### src/sv/wht_pkg.sv
// Package: shared types, constants and helper functions for the Walsh-Hadamard transform unit.
`default_nettype none
package wht_pkg;
  localparam int MaxPoints = 64;
  localparam int AddrW     = 6;
  localparam int DataW     = 23;
  localparam int QDepth    = 2;
  localparam logic [2:0] MaxLog2 = 3'd6;
  localparam logic [30:0] Sqrt2Q30 = 31'd1518500250;

  localparam logic [0:0] RegPointsLog2 = 1'b0;
  localparam logic [0:0] RegOrderMode  = 1'b1;

  typedef struct packed {
    logic signed [15:0] sample;
    logic               last;
    logic               req_type;
  } wht_in_t;

  typedef struct packed {
    logic signed [23:0] coefficient;
    logic [5:0]         index;
    logic               last_out;
  } wht_out_t;

  // Job handed from the front part to the back part.
  typedef struct packed {
    logic [2:0] lg;
    logic [6:0] used;
    logic       perm_in;
    logic       perm_out;
  } wht_job_t;

  typedef enum logic [2:0] {
    B_IDLE, B_COPY, B_BFLY_RD, B_BFLY_WR, B_EMIT
  } wht_bstate_t;

  // Gray code of k, followed by the bit reverse of its low lg bits.
  function automatic logic [5:0] seq_pos(input logic [5:0] k, input logic [2:0] lg);
    logic [5:0] g;
    logic [5:0] r;
    g = k ^ (k >> 1);
    r = '0;
    for (int b = 0; b < 6; b++) begin
      if (b < lg) r[lg - 3'd1 - 3'(b)] = g[b];
    end
    return r;
  endfunction
endpackage
`default_nettype wire

### src/sv/wht_ram.sv
// Generic single-write, single-read RAM with registered read data.
`default_nettype none
module wht_ram #(
  parameter int Width = 8,
  parameter int Depth = 64
) (
  input  wire logic                     clk,
  input  wire logic                     we,
  input  wire logic [$clog2(Depth)-1:0] waddr,
  input  wire logic [Width-1:0]         wdata,
  input  wire logic [$clog2(Depth)-1:0] raddr,
  output logic      [Width-1:0]         rdata
);
  logic [Width-1:0] mem [Depth];

  // Write port and registered read port.
  always_ff @(posedge clk) begin
    if (we) mem[waddr] <= wdata;
    rdata <= mem[raddr];
  end
endmodule
`default_nettype wire

### src/sv/wht_front.sv
// Front part: loads samples into the sample buffer and queues a job on the last request.
`default_nettype none
module wht_front (
  input  wire logic           clk,
  input  wire logic           rst,
  input  wire logic           accept,
  input  wire wht_pkg::wht_in_t req,
  input  wire logic [2:0]     points_log2,
  input  wire logic           order_mode,
  output logic                buf_we,
  output logic [5:0]          buf_waddr,
  output logic [15:0]         buf_wdata,
  output logic                job_push,
  output wht_pkg::wht_job_t   job
);
  import wht_pkg::*;

  logic [6:0] fill_count;
  logic [2:0] lg;
  logic [6:0] n;
  logic       store;

  // Clamp the length and decide whether this sample is kept.
  always_comb begin
    lg = (points_log2 > MaxLog2) ? MaxLog2 : points_log2;
    n = 7'd1 << lg;
    store = accept && (fill_count < n);
    buf_we = store;
    buf_waddr = fill_count[5:0];
    buf_wdata = req.sample;
    job_push = accept && req.last;
    job.lg = lg;
    job.used = store ? fill_count + 7'd1 : ((fill_count < n) ? fill_count : n);
    job.perm_in = order_mode && req.req_type;
    job.perm_out = order_mode && !req.req_type;
  end

  // Fill count restarts after every block.
  always_ff @(posedge clk) begin
    if (rst) begin
      fill_count <= '0;
    end else if (job_push) begin
      fill_count <= '0;
    end else if (store) begin
      fill_count <= fill_count + 7'd1;
    end
  end

  assert property (@(posedge clk) disable iff (rst) fill_count <= 7'd64)
    else $error("fill count beyond buffer");
  assert property (@(posedge clk) disable iff (rst) job_push |=> fill_count == 7'd0)
    else $error("fill count not cleared after a block");
  assert property (@(posedge clk) disable iff (rst) job_push |-> job.used <= n)
    else $error("job uses more samples than the length");
endmodule
`default_nettype wire

### src/sv/wht_back.sv
// Back part: copies samples into the work buffer, runs the butterflies, scales and emits.
`default_nettype none
module wht_back (
  input  wire logic              clk,
  input  wire logic              rst,
  input  wire logic              job_valid,
  input  wire wht_pkg::wht_job_t job_in,
  output logic                   job_pop,
  output logic                   copy_busy,
  output logic [5:0]             sbuf_raddr,
  input  wire logic [15:0]       sbuf_rdata,
  output logic                   done,
  output wht_pkg::wht_out_t      result
);
  import wht_pkg::*;

  wht_bstate_t state, state_next;
  wht_job_t    job;
  logic [6:0]  cnt, cnt_next;
  logic [2:0]  stage, stage_next;
  logic        rd_ok;
  logic [6:0]  n;

  // Work buffer: two copies written together give the two read ports that one
  // butterfly needs, so both legs of a pair are read in the same cycle.
  logic            wa_we, wb_we;
  logic [5:0]      wa_addr_w, wa_raddr, wb_raddr;
  logic [DataW-1:0] wa_wdata, wa_rdata, wb_rdata;
  logic [DataW-1:0] hold_a;
  logic [5:0]      pb_hold;
  logic [5:0]      pa, pb;

  wht_ram #(.Width(DataW), .Depth(MaxPoints)) u_wa (
    .clk, .we(wa_we), .waddr(wa_addr_w), .wdata(wa_wdata), .raddr(wa_raddr), .rdata(wa_rdata));
  wht_ram #(.Width(DataW), .Depth(MaxPoints)) u_wb (
    .clk, .we(wb_we), .waddr(wa_addr_w), .wdata(wa_wdata), .raddr(wb_raddr), .rdata(wb_rdata));

  // Butterfly pair addresses from the pair counter and stage.
  logic [5:0] j6, hmask, lowpart, highpart;
  always_comb begin
    n = 7'd1 << job.lg;
    j6 = cnt[5:0];
    hmask = 6'((7'd1 << stage) - 7'd1);
    lowpart = j6 & hmask;
    highpart = (j6 & ~hmask) << 1;
    pa = highpart | lowpart;
    pb = pa | 6'(7'd1 << stage);
  end

  // Scaling pipeline: registered read, multiply, round.
  logic              emit_v1, emit_v2, emit_v3;
  logic [5:0]        idx1, idx2, idx3;
  logic signed [DataW-1:0] v2;
  logic signed [55:0] prod3;
  logic [5:0]        emit_src;

  always_comb begin
    emit_src = job.perm_out ? seq_pos(cnt[5:0], job.lg) : cnt[5:0];
  end

  assign copy_busy = (state == B_COPY);

  // Next state and memory controls.
  always_comb begin
    state_next = state;
    cnt_next = cnt;
    stage_next = stage;
    job_pop = 1'b0;
    sbuf_raddr = cnt[5:0];
    wa_we = 1'b0;
    wb_we = 1'b0;
    wa_addr_w = '0;
    wa_wdata = '0;
    wa_raddr = pa;
    wb_raddr = pb;
    unique case (state)
      B_IDLE: begin
        // The emit pipeline still uses the current job's length until it empties.
        if (job_valid && !emit_v1 && !emit_v2 && !emit_v3) begin
          job_pop = 1'b1;
          cnt_next = '0;
          state_next = B_COPY;
        end
      end
      B_COPY: begin
        // Cycle cnt reads sample cnt; next cycle writes it at (permuted) cnt-1.
        if (cnt != 7'd0) begin
          wa_we = 1'b1;
          wb_we = 1'b1;
          wa_addr_w = job.perm_in ? seq_pos(6'(cnt - 7'd1), job.lg) : 6'(cnt - 7'd1);
          wa_wdata = ((cnt - 7'd1) < job.used) ? DataW'($signed(sbuf_rdata)) : '0;
        end
        if (cnt == n) begin
          cnt_next = '0;
          stage_next = '0;
          state_next = (job.lg == 3'd0) ? B_EMIT : B_BFLY_RD;
        end else begin
          cnt_next = cnt + 7'd1;
        end
      end
      B_BFLY_RD: begin
        state_next = B_BFLY_WR;
      end
      B_BFLY_WR: begin
        // Two writes per pair: sum now, difference next cycle via hold.
        wa_we = 1'b1;
        wb_we = 1'b1;
        wa_addr_w = pa;
        wa_wdata = wa_rdata + wb_rdata;
        state_next = B_BFLY_RD;
        if (cnt == (n >> 1) - 7'd1) begin
          cnt_next = '0;
          if (stage == job.lg - 3'd1) state_next = B_EMIT;
          else stage_next = stage + 3'd1;
        end else begin
          cnt_next = cnt + 7'd1;
        end
      end
      B_EMIT: begin
        wa_raddr = emit_src;
        if (cnt == n - 7'd1) begin
          cnt_next = '0;
          state_next = B_IDLE;
        end else begin
          cnt_next = cnt + 7'd1;
        end
      end
      default: state_next = B_IDLE;
    endcase
    // Pending difference write from the previous butterfly.
    if (rd_ok) begin
      wa_we = 1'b1;
      wb_we = 1'b1;
      wa_addr_w = pb_hold;
      wa_wdata = hold_a;
    end
  end

  // Difference is written in the read cycle of the next pair (or the emit turn).
  always_ff @(posedge clk) begin
    if (rst) begin
      state <= B_IDLE;
      rd_ok <= 1'b0;
      cnt <= '0;
      stage <= '0;
    end else begin
      state <= state_next;
      cnt <= cnt_next;
      stage <= stage_next;
      rd_ok <= (state == B_BFLY_WR);
    end
    if (job_pop) job <= job_in;
    if (state == B_BFLY_WR) begin
      hold_a <= wa_rdata - wb_rdata;
      pb_hold <= pb;
    end
  end

  // Round to nearest, ties away from zero: |prod*16| >> (30 + shift).
  logic [5:0] sh;
  logic [59:0] mag, rmag;
  logic signed [23:0] rounded;
  always_comb begin
    sh = 6'd26 + 6'((job.lg + 3'd1) >> 1);
    mag = prod3[55] ? 60'(-prod3) : 60'(prod3);
    rmag = (mag + (60'd1 << (sh - 6'd1))) >> sh;
    rounded = prod3[55] ? -24'(rmag) : 24'(rmag);
  end

  // Emit pipeline: RAM read, multiply, round and present.
  logic odd;
  assign odd = job.lg[0];
  always_ff @(posedge clk) begin
    if (rst) begin
      emit_v1 <= 1'b0;
      emit_v2 <= 1'b0;
      emit_v3 <= 1'b0;
      done <= 1'b0;
    end else begin
      emit_v1 <= (state == B_EMIT);
      emit_v2 <= emit_v1;
      emit_v3 <= emit_v2;
      done <= emit_v3;
    end
    idx1 <= cnt[5:0];
    idx2 <= idx1;
    idx3 <= idx2;
    v2 <= wa_rdata;
    prod3 <= odd ? $signed(v2) * $signed({1'b0, Sqrt2Q30}) : 56'($signed(v2)) <<< 30;
    result.index <= idx3;
    result.last_out <= ({1'b0, idx3} == n - 7'd1);
    result.coefficient <= rounded;
  end

  assert property (@(posedge clk) disable iff (rst) job_pop |-> job_valid)
    else $error("job popped from an empty queue");
  assert property (@(posedge clk) disable iff (rst) done && result.last_out |=> !done)
    else $error("result after the final result of a block");
  assert property (@(posedge clk) disable iff (rst) state == B_BFLY_WR |=> rd_ok)
    else $error("difference write lost");
endmodule
`default_nettype wire

### src/sv/walsh_hadamard_transform_unit.sv
// Top level of the Walsh-Hadamard transform unit.
// Usage: samples arrive as requests on start/request while busy is low; the
// request with last set closes a block and selects forward or inverse.
// Configuration (points_log2, order_mode) is written through cfg_we,
// cfg_index and cfg_data while the unit is idle; writes take effect at once.
// A request is accepted at a rising edge with start high and busy low.
// Each accepted request loads its sample, up to N. After the last request the
// back part copies N samples, runs N/2*log2(N) butterflies, each in a read
// state and a write state, then emits N results on done/result, one per
// cycle, through a pipeline of buffer read, multiply and rounding. The next
// block loads while the back part works, but busy is high from the closing
// request until the back part has copied that block out of the sample buffer,
// so only one block waits at a time. The back part takes a new block only
// once its emit pipeline is empty, so it does not start a block before the
// last one is out. The receiver cannot stall: every result is valid for
// exactly one cycle. Reset clears the fill count, the queue and the back
// part's state and restores points_log2 = 6 and order_mode = 0.
`default_nettype none
module walsh_hadamard_transform_unit (
  input  wire logic             clk,
  input  wire logic             rst,
  input  wire logic             start,
  output logic                  busy,
  input  wire wht_pkg::wht_in_t request,
  input  wire logic             cfg_we,
  input  wire logic             cfg_index,
  input  wire logic [2:0]       cfg_data,
  output logic                  done,
  output wht_pkg::wht_out_t     result
);
  import wht_pkg::*;

  logic [2:0] points_log2;
  logic       order_mode;

  // Configuration registers.
  always_ff @(posedge clk) begin
    if (rst) begin
      points_log2 <= 3'd6;
      order_mode <= 1'b0;
    end else if (cfg_we) begin
      unique case (cfg_index)
        RegPointsLog2: points_log2 <= cfg_data;
        RegOrderMode:  order_mode <= cfg_data[0];
        default: ;
      endcase
    end
  end

  logic accept, buf_we, job_push, job_pop, copy_busy;
  logic [5:0] buf_waddr, sbuf_raddr;
  logic [15:0] buf_wdata, sbuf_rdata;
  wht_job_t job_f, job_b;

  // A full queue or a pending copy blocks new samples: a block may not overwrite
  // the buffer still being copied, as one sample buffer serves every queue slot.
  logic [1:0] q_cnt;
  logic q_wp, q_rp;
  wht_job_t q [QDepth];
  logic copying;

  assign busy = (q_cnt == 2'(QDepth)) || copying;
  assign accept = start && !busy;

  wht_front u_front (
    .clk, .rst, .accept, .req(request), .points_log2, .order_mode,
    .buf_we, .buf_waddr, .buf_wdata, .job_push, .job(job_f));

  wht_ram #(.Width(16), .Depth(MaxPoints)) u_sbuf (
    .clk, .we(buf_we), .waddr(buf_waddr), .wdata(buf_wdata),
    .raddr(sbuf_raddr), .rdata(sbuf_rdata));

  // Job queue between front and back.
  always_ff @(posedge clk) begin
    if (rst) begin
      q_cnt <= '0;
      q_wp <= 1'b0;
      q_rp <= 1'b0;
    end else begin
      if (job_push) q_wp <= ~q_wp;
      if (job_pop) q_rp <= ~q_rp;
      q_cnt <= q_cnt + 2'(job_push) - 2'(job_pop);
    end
    if (job_push) q[q_wp] <= job_f;
  end
  assign job_b = q[q_rp];

  // Hold off new samples while a queued block still lives in the sample buffer.
  always_ff @(posedge clk) begin
    if (rst) copying <= 1'b0;
    else if (job_push) copying <= 1'b1;
    else if (q_cnt == 2'd0 && !copy_busy) copying <= 1'b0;
  end

  wht_back u_back (
    .clk, .rst, .job_valid(q_cnt != 2'd0), .job_in(job_b), .job_pop, .copy_busy,
    .sbuf_raddr, .sbuf_rdata, .done, .result);

  assert property (@(posedge clk) disable iff (rst) accept |-> !busy)
    else $error("request taken while busy");
  assert property (@(posedge clk) disable iff (rst) q_cnt <= 2'(QDepth))
    else $error("job queue overflow");
  assert property (@(posedge clk) disable iff (rst) !(job_pop && q_cnt == 2'd0))
    else $error("job queue underflow");
endmodule
`default_nettype wire

### config.mk
export PLATFORM = sky130hd
export DESIGN_NAME = walsh_hadamard_transform_unit
export DESIGN_NICKNAME = d
export VERILOG_FILES = /design/src/sv/wht_pkg.sv /design/src/sv/wht_ram.sv /design/src/sv/wht_front.sv /design/src/sv/wht_back.sv /design/src/sv/walsh_hadamard_transform_unit.sv
export SDC_FILE = /design/constraint.sdc
export NUM_CORES = 2
export LEC_CHECK = 0
export BUFFER_PORTS_ARGS = -buffer_cell sky130_fd_sc_hd__clkbuf_2
export CORE_ASPECT_RATIO = 0.75
export CORE_MARGIN = 5
export CORE_UTILIZATION = 55
export CTS_CLUSTER_DIAMETER = 100
export DETAILED_ROUTE_END_ITERATION = 6
export PLACE_DENSITY = 0.7
export SETUP_SLACK_MARGIN = 0.02
export SYNTH_ARGS = -nofsm -noshare
export SYNTH_HDL_FRONTEND = slang
export SYNTH_SLANG_ARGS = --single-unit
export TNS_END_PERCENT = 10
### constraint.sdc
create_clock -name clk -period 9.84 [get_ports clk]
set_input_delay 0.492 -clock clk [delete_from_list [all_inputs] [get_ports clk]]
set_output_delay 0.492 -clock clk [all_outputs]
set_load 0.005 [all_outputs]
# [After elaboration in Yosys (flattened, before gate mapping)]
# Memory sizes are Yosys's and may differ from the RTL's. A register that Yosys moved wholly into a read port is not among the register bits.
# Index checks and enable logic that the tools add are counted.
[op_classes] add_sub_neg=23 eq_ne=15 multipliers=1 shift=5 bitwise=12 n_reduce_logical=36 order_cmp=21 n_mux=89
[op_table] op="6-bit two-way mux" count=27
[op_table] op="23-bit two-way mux" count=3
[op_table] op="60-bit adder" count=1
[op_table] op="6-bit bitwise mux" count=10
[op_table] op="60-bit two-way mux" count=1
[op_table] op="56-bit negation with 60-bit output" count=1
[op_table] op="1-bit by 6-bit left shift with 60-bit output (first input constant)" count=1
[op_table] op="60-bit by 6-bit right shift with 24-bit output" count=1
[op_table] op="56-bit two-way mux" count=1
[op_table] op="23-bit by 31-bit multiplier with 54-bit output (second input constant)" count=1
[op_table] op="23-bit case mux with 2 select lines" count=1
[op_table] op="7-bit two-way mux" count=6
[op_table] op="3-bit two-way mux" count=10
[op_table] op="7-bit case mux with 4 select lines" count=1
[op_table] op="3-bit by 4-bit less-than comparator with 1-bit output (second input constant)" count=6
[op_table] op="24-bit two-way mux" count=1
[op_table] op="24-bit negation" count=1
[op_table] op="23-bit adder" count=1
[op_table] op="23-bit subtractor" count=1
[op_table] op="7-bit == test" count=3
[op_table] op="6-bit AND" count=3
[op_table] op="1-bit demux with 3-bit select" count=6
[op_table] op="3-bit by 1-bit greater-or-equal comparator with 1-bit output (second input constant)" count=6
[op_table] op="1-bit two-way mux" count=18
[op_table] op="48 further kinds" count=91
[totals] ram_bits=3992 in_bits=26 n_memories=4 output_inout_bits=33 reg_bits=191 elab_cells=232
[memory_table] memory="u_back.u_wa.mem" depth=64 word_bits=23 read_ports=1 rd_ports_with_merged_regs=1 write_ports=1 line_no="wht_ram.sv:14" source="logic [Width-1:0] mem [Depth];"
[memory_table] memory="u_back.u_wb.mem" depth=64 word_bits=23 read_ports=1 rd_ports_with_merged_regs=1 write_ports=1 line_no="wht_ram.sv:14"
[memory_table] memory="u_sbuf.mem" depth=64 word_bits=16 read_ports=1 rd_ports_with_merged_regs=1 write_ports=1 line_no="wht_ram.sv:14"
[memory_table] memory="q" depth=2 word_bits=12 read_ports=1 rd_ports_with_merged_regs=1 write_ports=1 line_no="walsh_hadamard_transform_unit.sv:59" source="wht_job_t q [QDepth];"

# [Logic depth before layout (Yosys ltp)]
[depth] word_depth=31 depth_mapped=31 ltp_nobuf=29

# [Cells and area by module]
# A second synthesis with hierarchy kept.
[unflattened] hier_cells=10253 hier_area_um2=183459.7
[by_module_without_submodules] mod="wht_ram at u_back.u_wb" area_per_inst_um2=56720.6 n_inst=1 seq_area_each_um2=44662.8 cells_each=2446
[by_module_without_submodules] mod="wht_ram at u_back.u_wa" area_per_inst_um2=56710.6 n_inst=1 seq_area_each_um2=44662.8 cells_each=2446
[by_module_without_submodules] mod="wht_ram at u_sbuf" area_per_inst_um2=40042.2 n_inst=1 seq_area_each_um2=31069.8 cells_each=1829
[by_module_without_submodules] mod="wht_back" area_per_inst_um2=27731.6 n_inst=1 seq_area_each_um2=4113.9 cells_each=3317
[by_module_without_submodules] mod="walsh_hadamard_transform_unit" area_per_inst_um2=1278.7 n_inst=1 seq_area_each_um2=920.9 cells_each=81
[by_module_without_submodules] mod="wht_front" area_per_inst_um2=975.9 n_inst=1 seq_area_each_um2=140.1 cells_each=134

# [Least setup slack after synthesis]
# OpenSTA, ideal clock, no wires.
[synth_timing] path_kind="reg2reg" start="reg u_back.prod3[8]" end="reg, netlist name u_back.result[30]" required_time_ns=9.768 synth_period_minus_slack_ns=7.857 path_slack_ns=1.983 stages_incl_launch_ff=28 setup_time_ns=0.072 n_path_buf=2 t_arrival_ns=7.785 cell_sequence="dfxtp_1 > or4_4 > or3_4 > or4_1 > or4_1 > or4_1 > or3_1 > inv_1 > nand2_1 > o41ai_1 > xnor2_1 > ha_1 > buf_2 > and2_1 > buf_2 > and3_4 > a221o_1 > a31oi_2 > o22ai_2 > o2111a_1 > o311ai_1 > and3b_1 > xor2_1 > a211oi_1 > a221oi_1 > or4b_1 > o21ai_1 > xnor2_1"
[synth_via] elab_chain_cells=6
[synth_lines] element="start, declared" line_no="wht_back.sv:54" source="logic signed [55:0] prod3;"
[synth_lines] element="start signal, assigned" line_no="wht_back.sv:189" source="prod3 <= odd ? $signed(v2) * $signed({1'b0, Sqrt2Q30}) : 56'($signed(v2)) <<< 30;"
[synth_lines] element="56-bit negation with 60-bit output" line_no="wht_back.sv:165" source="mag = prod3[55] ? 60'(-prod3) : 60'(prod3);"
[synth_lines] element="60-bit two-way mux (*)" line_no="wht_back.sv:165"
[synth_lines] element="60-bit adder (*)" line_no="wht_back.sv:166" source="rmag = (mag + (60'd1 << (sh - 6'd1))) >> sh;"
[synth_lines] element="60-bit by 6-bit right shift with 24-bit output (*)" line_no="wht_back.sv:166"
[synth_lines] element="24-bit negation" line_no="wht_back.sv:167" source="rounded = prod3[55] ? -24'(rmag) : 24'(rmag);"
[synth_lines] element="24-bit two-way mux (*)" line_no="wht_back.sv:167"
[synth_lines] element="net u_back.rounded[23]" line_no="wht_back.sv:162" source="logic signed [23:0] rounded;"
# The timed path passes the listed nets; every way through them passes the cells marked *.
# A chain may end at the register's enable or synchronous reset.

# [Worst setup path in the final report]
[layout_timing] start="reg u_back.prod3[8]" end="reg, netlist name u_back.result[30]"
[layout_via] elab_chain_cells=6
[layout_lines] element="56-bit negation with 60-bit output" line_no="wht_back.sv:165"
[layout_lines] element="60-bit two-way mux (*)" line_no="wht_back.sv:165"
[layout_lines] element="60-bit adder (*)" line_no="wht_back.sv:166"
[layout_lines] element="60-bit by 6-bit right shift with 24-bit output (*)" line_no="wht_back.sv:166"
[layout_lines] element="24-bit negation" line_no="wht_back.sv:167"
[layout_lines] element="24-bit two-way mux (*)" line_no="wht_back.sv:167"
[layout_lines] element="net u_back.rounded[23]" line_no="wht_back.sv:162"
# Marked as above.

==> impl_metrics.json <==
{
  "grt_overflow": 0,
  "violations": "max-capacitance violations, max-slew violations",
  "post_cts_resized": 0,
  "htreeDepth": 5,
  "cts.path.max_buffers": 4,
  "row_count": 160,
  "syn_inst": 10400,
  "rrSetupSlack_ns": 0.96,
  "clk_pin_slew_ns": 0.06,
  "yosys_warnings": 0,
  "track_usage_pct": 30.3,
  "ctsHoldBuffers": 8,
  "grt_pass1_wl_um": 594000,
  "finClkSkew_ns": 0.0832,
  "area.growth.synth_to_final_pct": 10.1,
  "synth_area_leaders": "edfxtp_1 55%, mux4_2 11%, nand2_1 4.6%",
  "cp_max_fo": 8,
  "crit_end": "u_back.result[30]",
  "cap_violations": 4,
  "yosysUniqueCellTypes": 92,
  "crit_type": "flip-flop to flip-flop",
  "via_per_inst": 6.64,
  "root_buffer": "clkbuf_16",
  "start_util_pct": 55.2,
  "gp_congestion": 0.931,
  "netlist_area_um2": 140000,
  "die_w_um": 592,
  "timing.fmax_mhz": 113,
  "r2r_end": "u_back.result[30]",
  "cts_tree": "built",
  "wirelength_um": 406000,
  "cts_buffers": 273,
  "dr_total_vias": 92800,
  "wl_per_cell_um": 29.0,
  "end_kind": "flip-flop",
  "fp.dieH_um": 447,
  "post_cts_buffers": 0,
  "nets": 11100,
  "portBuffers": 58,
  "slew_viol_final": 2,
  "synth_ff_type": "edfxtp_1",
  "rsz0062_at_grt": "false",
  "critPathMaxStageDelay_ns": 0.72,
  "tns_ns": 0,
  "crit_top_cell": "or4_1",
  "drt_iter0_drc": 13500,
  "crit_path_top_delay_cell": "o311ai_1",
  "synth_top_area_share_pct": 55.0,
  "worstMarginPinSlew_ns": 1.50,
  "die-area_um2": 264000,
  "dr.pass1.iters": 6,
  "yosys.cell_count.top_type": "edfxtp_1",
  "timing.rr.start": "u_back.prod3[8]",
  "postRouteAntennaNets": 0,
  "dpl.hpwl_um": 244000,
  "finalCriticalPeriod_ns": 8.88,
  "post-route-drc-count": 0,
  "synth_edf_count": 2561,
  "relSlewSlack_pct": -0.994,
  "ff2ff_path_depth": 25,
  "synth_seq_area_share_pct": 58.2,
  "ys_async_sr_fraction_pct": 0,
  "critPathArrivalTime_ns": 9.63,
  "layout-drive-gt1-share_pct": 15.1,
  "setup_viol": 0,
  "holdWs_ns": 0.144,
  "io_pins": 59,
  "hold_path.class": "input pin to flip-flop",
  "startpoint_type": "flip-flop",
  "synth_top_area_cell": "edfxtp_1",
  "hold_viol": 0,
  "cts.sinks": 2783,
  "antenna_found_initial": 23,
  "synth_area_per_cell_um2": 13.4,
  "cp.required_ns": 10.58,
  "grt_max_degree": 170,
  "grt_pass1_vias": 90200,
  "status": "finished with violations",
  "synth-seq-cells": 2783,
  "fillCellCount": 18800,
  "clk_latency_ns": 0.89,
  "min_period_over_period_pct": 90.3,
  "crit_path_start": "u_back.prod3[8]",
  "fp.coreArea_um2": 253000,
  "synth_common_cells": "2,561 x edfxtp_1, 1,697 x nand2_1, 792 x nand3_1"
}
-- worst max-delay path: cells and delay by family (launching register included) --
kind,cells,cell delay [ns]
AND/OR/NAND/NOR,11,4.05
buffers and inverters,1,0.09
flip-flops,1,0.34
adder cells (fa/ha/maj),1,0.42
AO/OA/AOI/OAI,10,3.62
XOR/XNOR,2,0.26
-- layer usage --
layer / vias up / GRT usage, % / part of all wire (%)
li1: 39200 / - / -
met1: 46300 / 44.2 / 39
met2: 6336 / 43.8 / 43
met3: 983 / 8.64 / 13
met4: 6 / 10.8 / 4.0
met5: - / 0 / 0.0098
-- state kept, by name, indices dropped and copies added, names as in the netlist, 2 cells and up --
signal,flops
u_back.result,31
q,24
u_back.idx3,6
u_back.hold_a,23
points_log2,3
u_back.u_wb.rdata,23
u_front.fill_count,7
u_back.prod3,54
u_back.pb_hold,6
u_back.cnt,7
u_back.idx1,6
u_back.v2,23
u_sbuf.mem,1024
u_back.state,3
q_cnt,2
u_back.idx2,6
u_back.job,12
u_sbuf.rdata,16
u_back.stage,3
u_back.u_wb.mem,1472
u_back.u_wa.rdata,23
-- stage by stage --
step	std cells	utilization, %	area (µm²)	setup slack [ns]
final	14000	60.7	154000	0.955
after global routing	14000	60.7	154000	0.377
after CTS	14000	60.7	154000	1.02
after detailed placement	13500	57.2	145000	1.10
after global placement	13500	57.2	145000	1.06
after floorplan	10500	-	140000	1.98
-- area by class of cell --
type	instances	area (µm²)	area share [%]
multi-input combinational	6519	55100	35.8
sequential	2783	81400	52.9
clock buffer	325	7290	4.74
timing repair buffer	306	2430	1.58
antenna	4	10.0	0.00651
inverter	489	1860	1.21
clock inverter	153	1520	0.988
tap	3402	4260	2.77
-- worst min path at each step --
stage                   startpoint        endpoint  slack, ns  cells after the start
floorplan           u_back.idx1[0]  u_back.idx2[0]       0.31                      0
global placement    u_back.idx2[5]  u_back.idx3[5]       0.31                      0
detailed placement  u_back.idx1[3]  u_back.idx2[3]       0.31                      0
CTS                         cfg_we  points_log2[0]       0.07                      4
global route                cfg_we  points_log2[2]       0.14                      4
finish                      cfg_we  points_log2[0]       0.14                      4
-- layout by cell type, fill, tap and decap left out, types with 26 or more instances in the layout --
master and n:
nor2b_1 128, fa_1 230, nand2_1 1697, or3_1 36, clkbuf_1 35, clkbuf_16 282, a311oi_1 261, xnor2_1 164
xor2_1 62, a31oi_1 46, mux2i_1 166, clkbuf_2 59, nand2b_1 33, and3_1 114, clkinv_2 52, nor2_4 66
o211ai_1 27, a21oi_1 337, nor3_1 84, conb_1 35, buf_4 219, nor2_1 296, mux4_2 711, bufinv_16 26
dfxtp_1 218, edfxtp_1 2561, a211oi_1 140, nand3_1 792, ha_1 445, clkinv_1 46, inv_1 478, o21ai_0 158
o31ai_1 33, a21o_1 51
-- cell families after synthesis --
group / count (synthesis) / share of synthesized area [%]
AO/OA/AOI/OAI: 1283 / 6.28
multiplexers: 901 / 12.8
adder cells (fa/ha/maj): 676 / 7.29
AND/OR/NAND/NOR: 3398 / 10.9
flip-flops: 2783 / 58.2
XOR/XNOR: 226 / 1.42
other: 1 / 0.00268
buffers and inverters: 1151 / 3.10
Power is not shown: default switching activity piles up to over one toggle a cycle in this logic, so the estimate is an artifact.
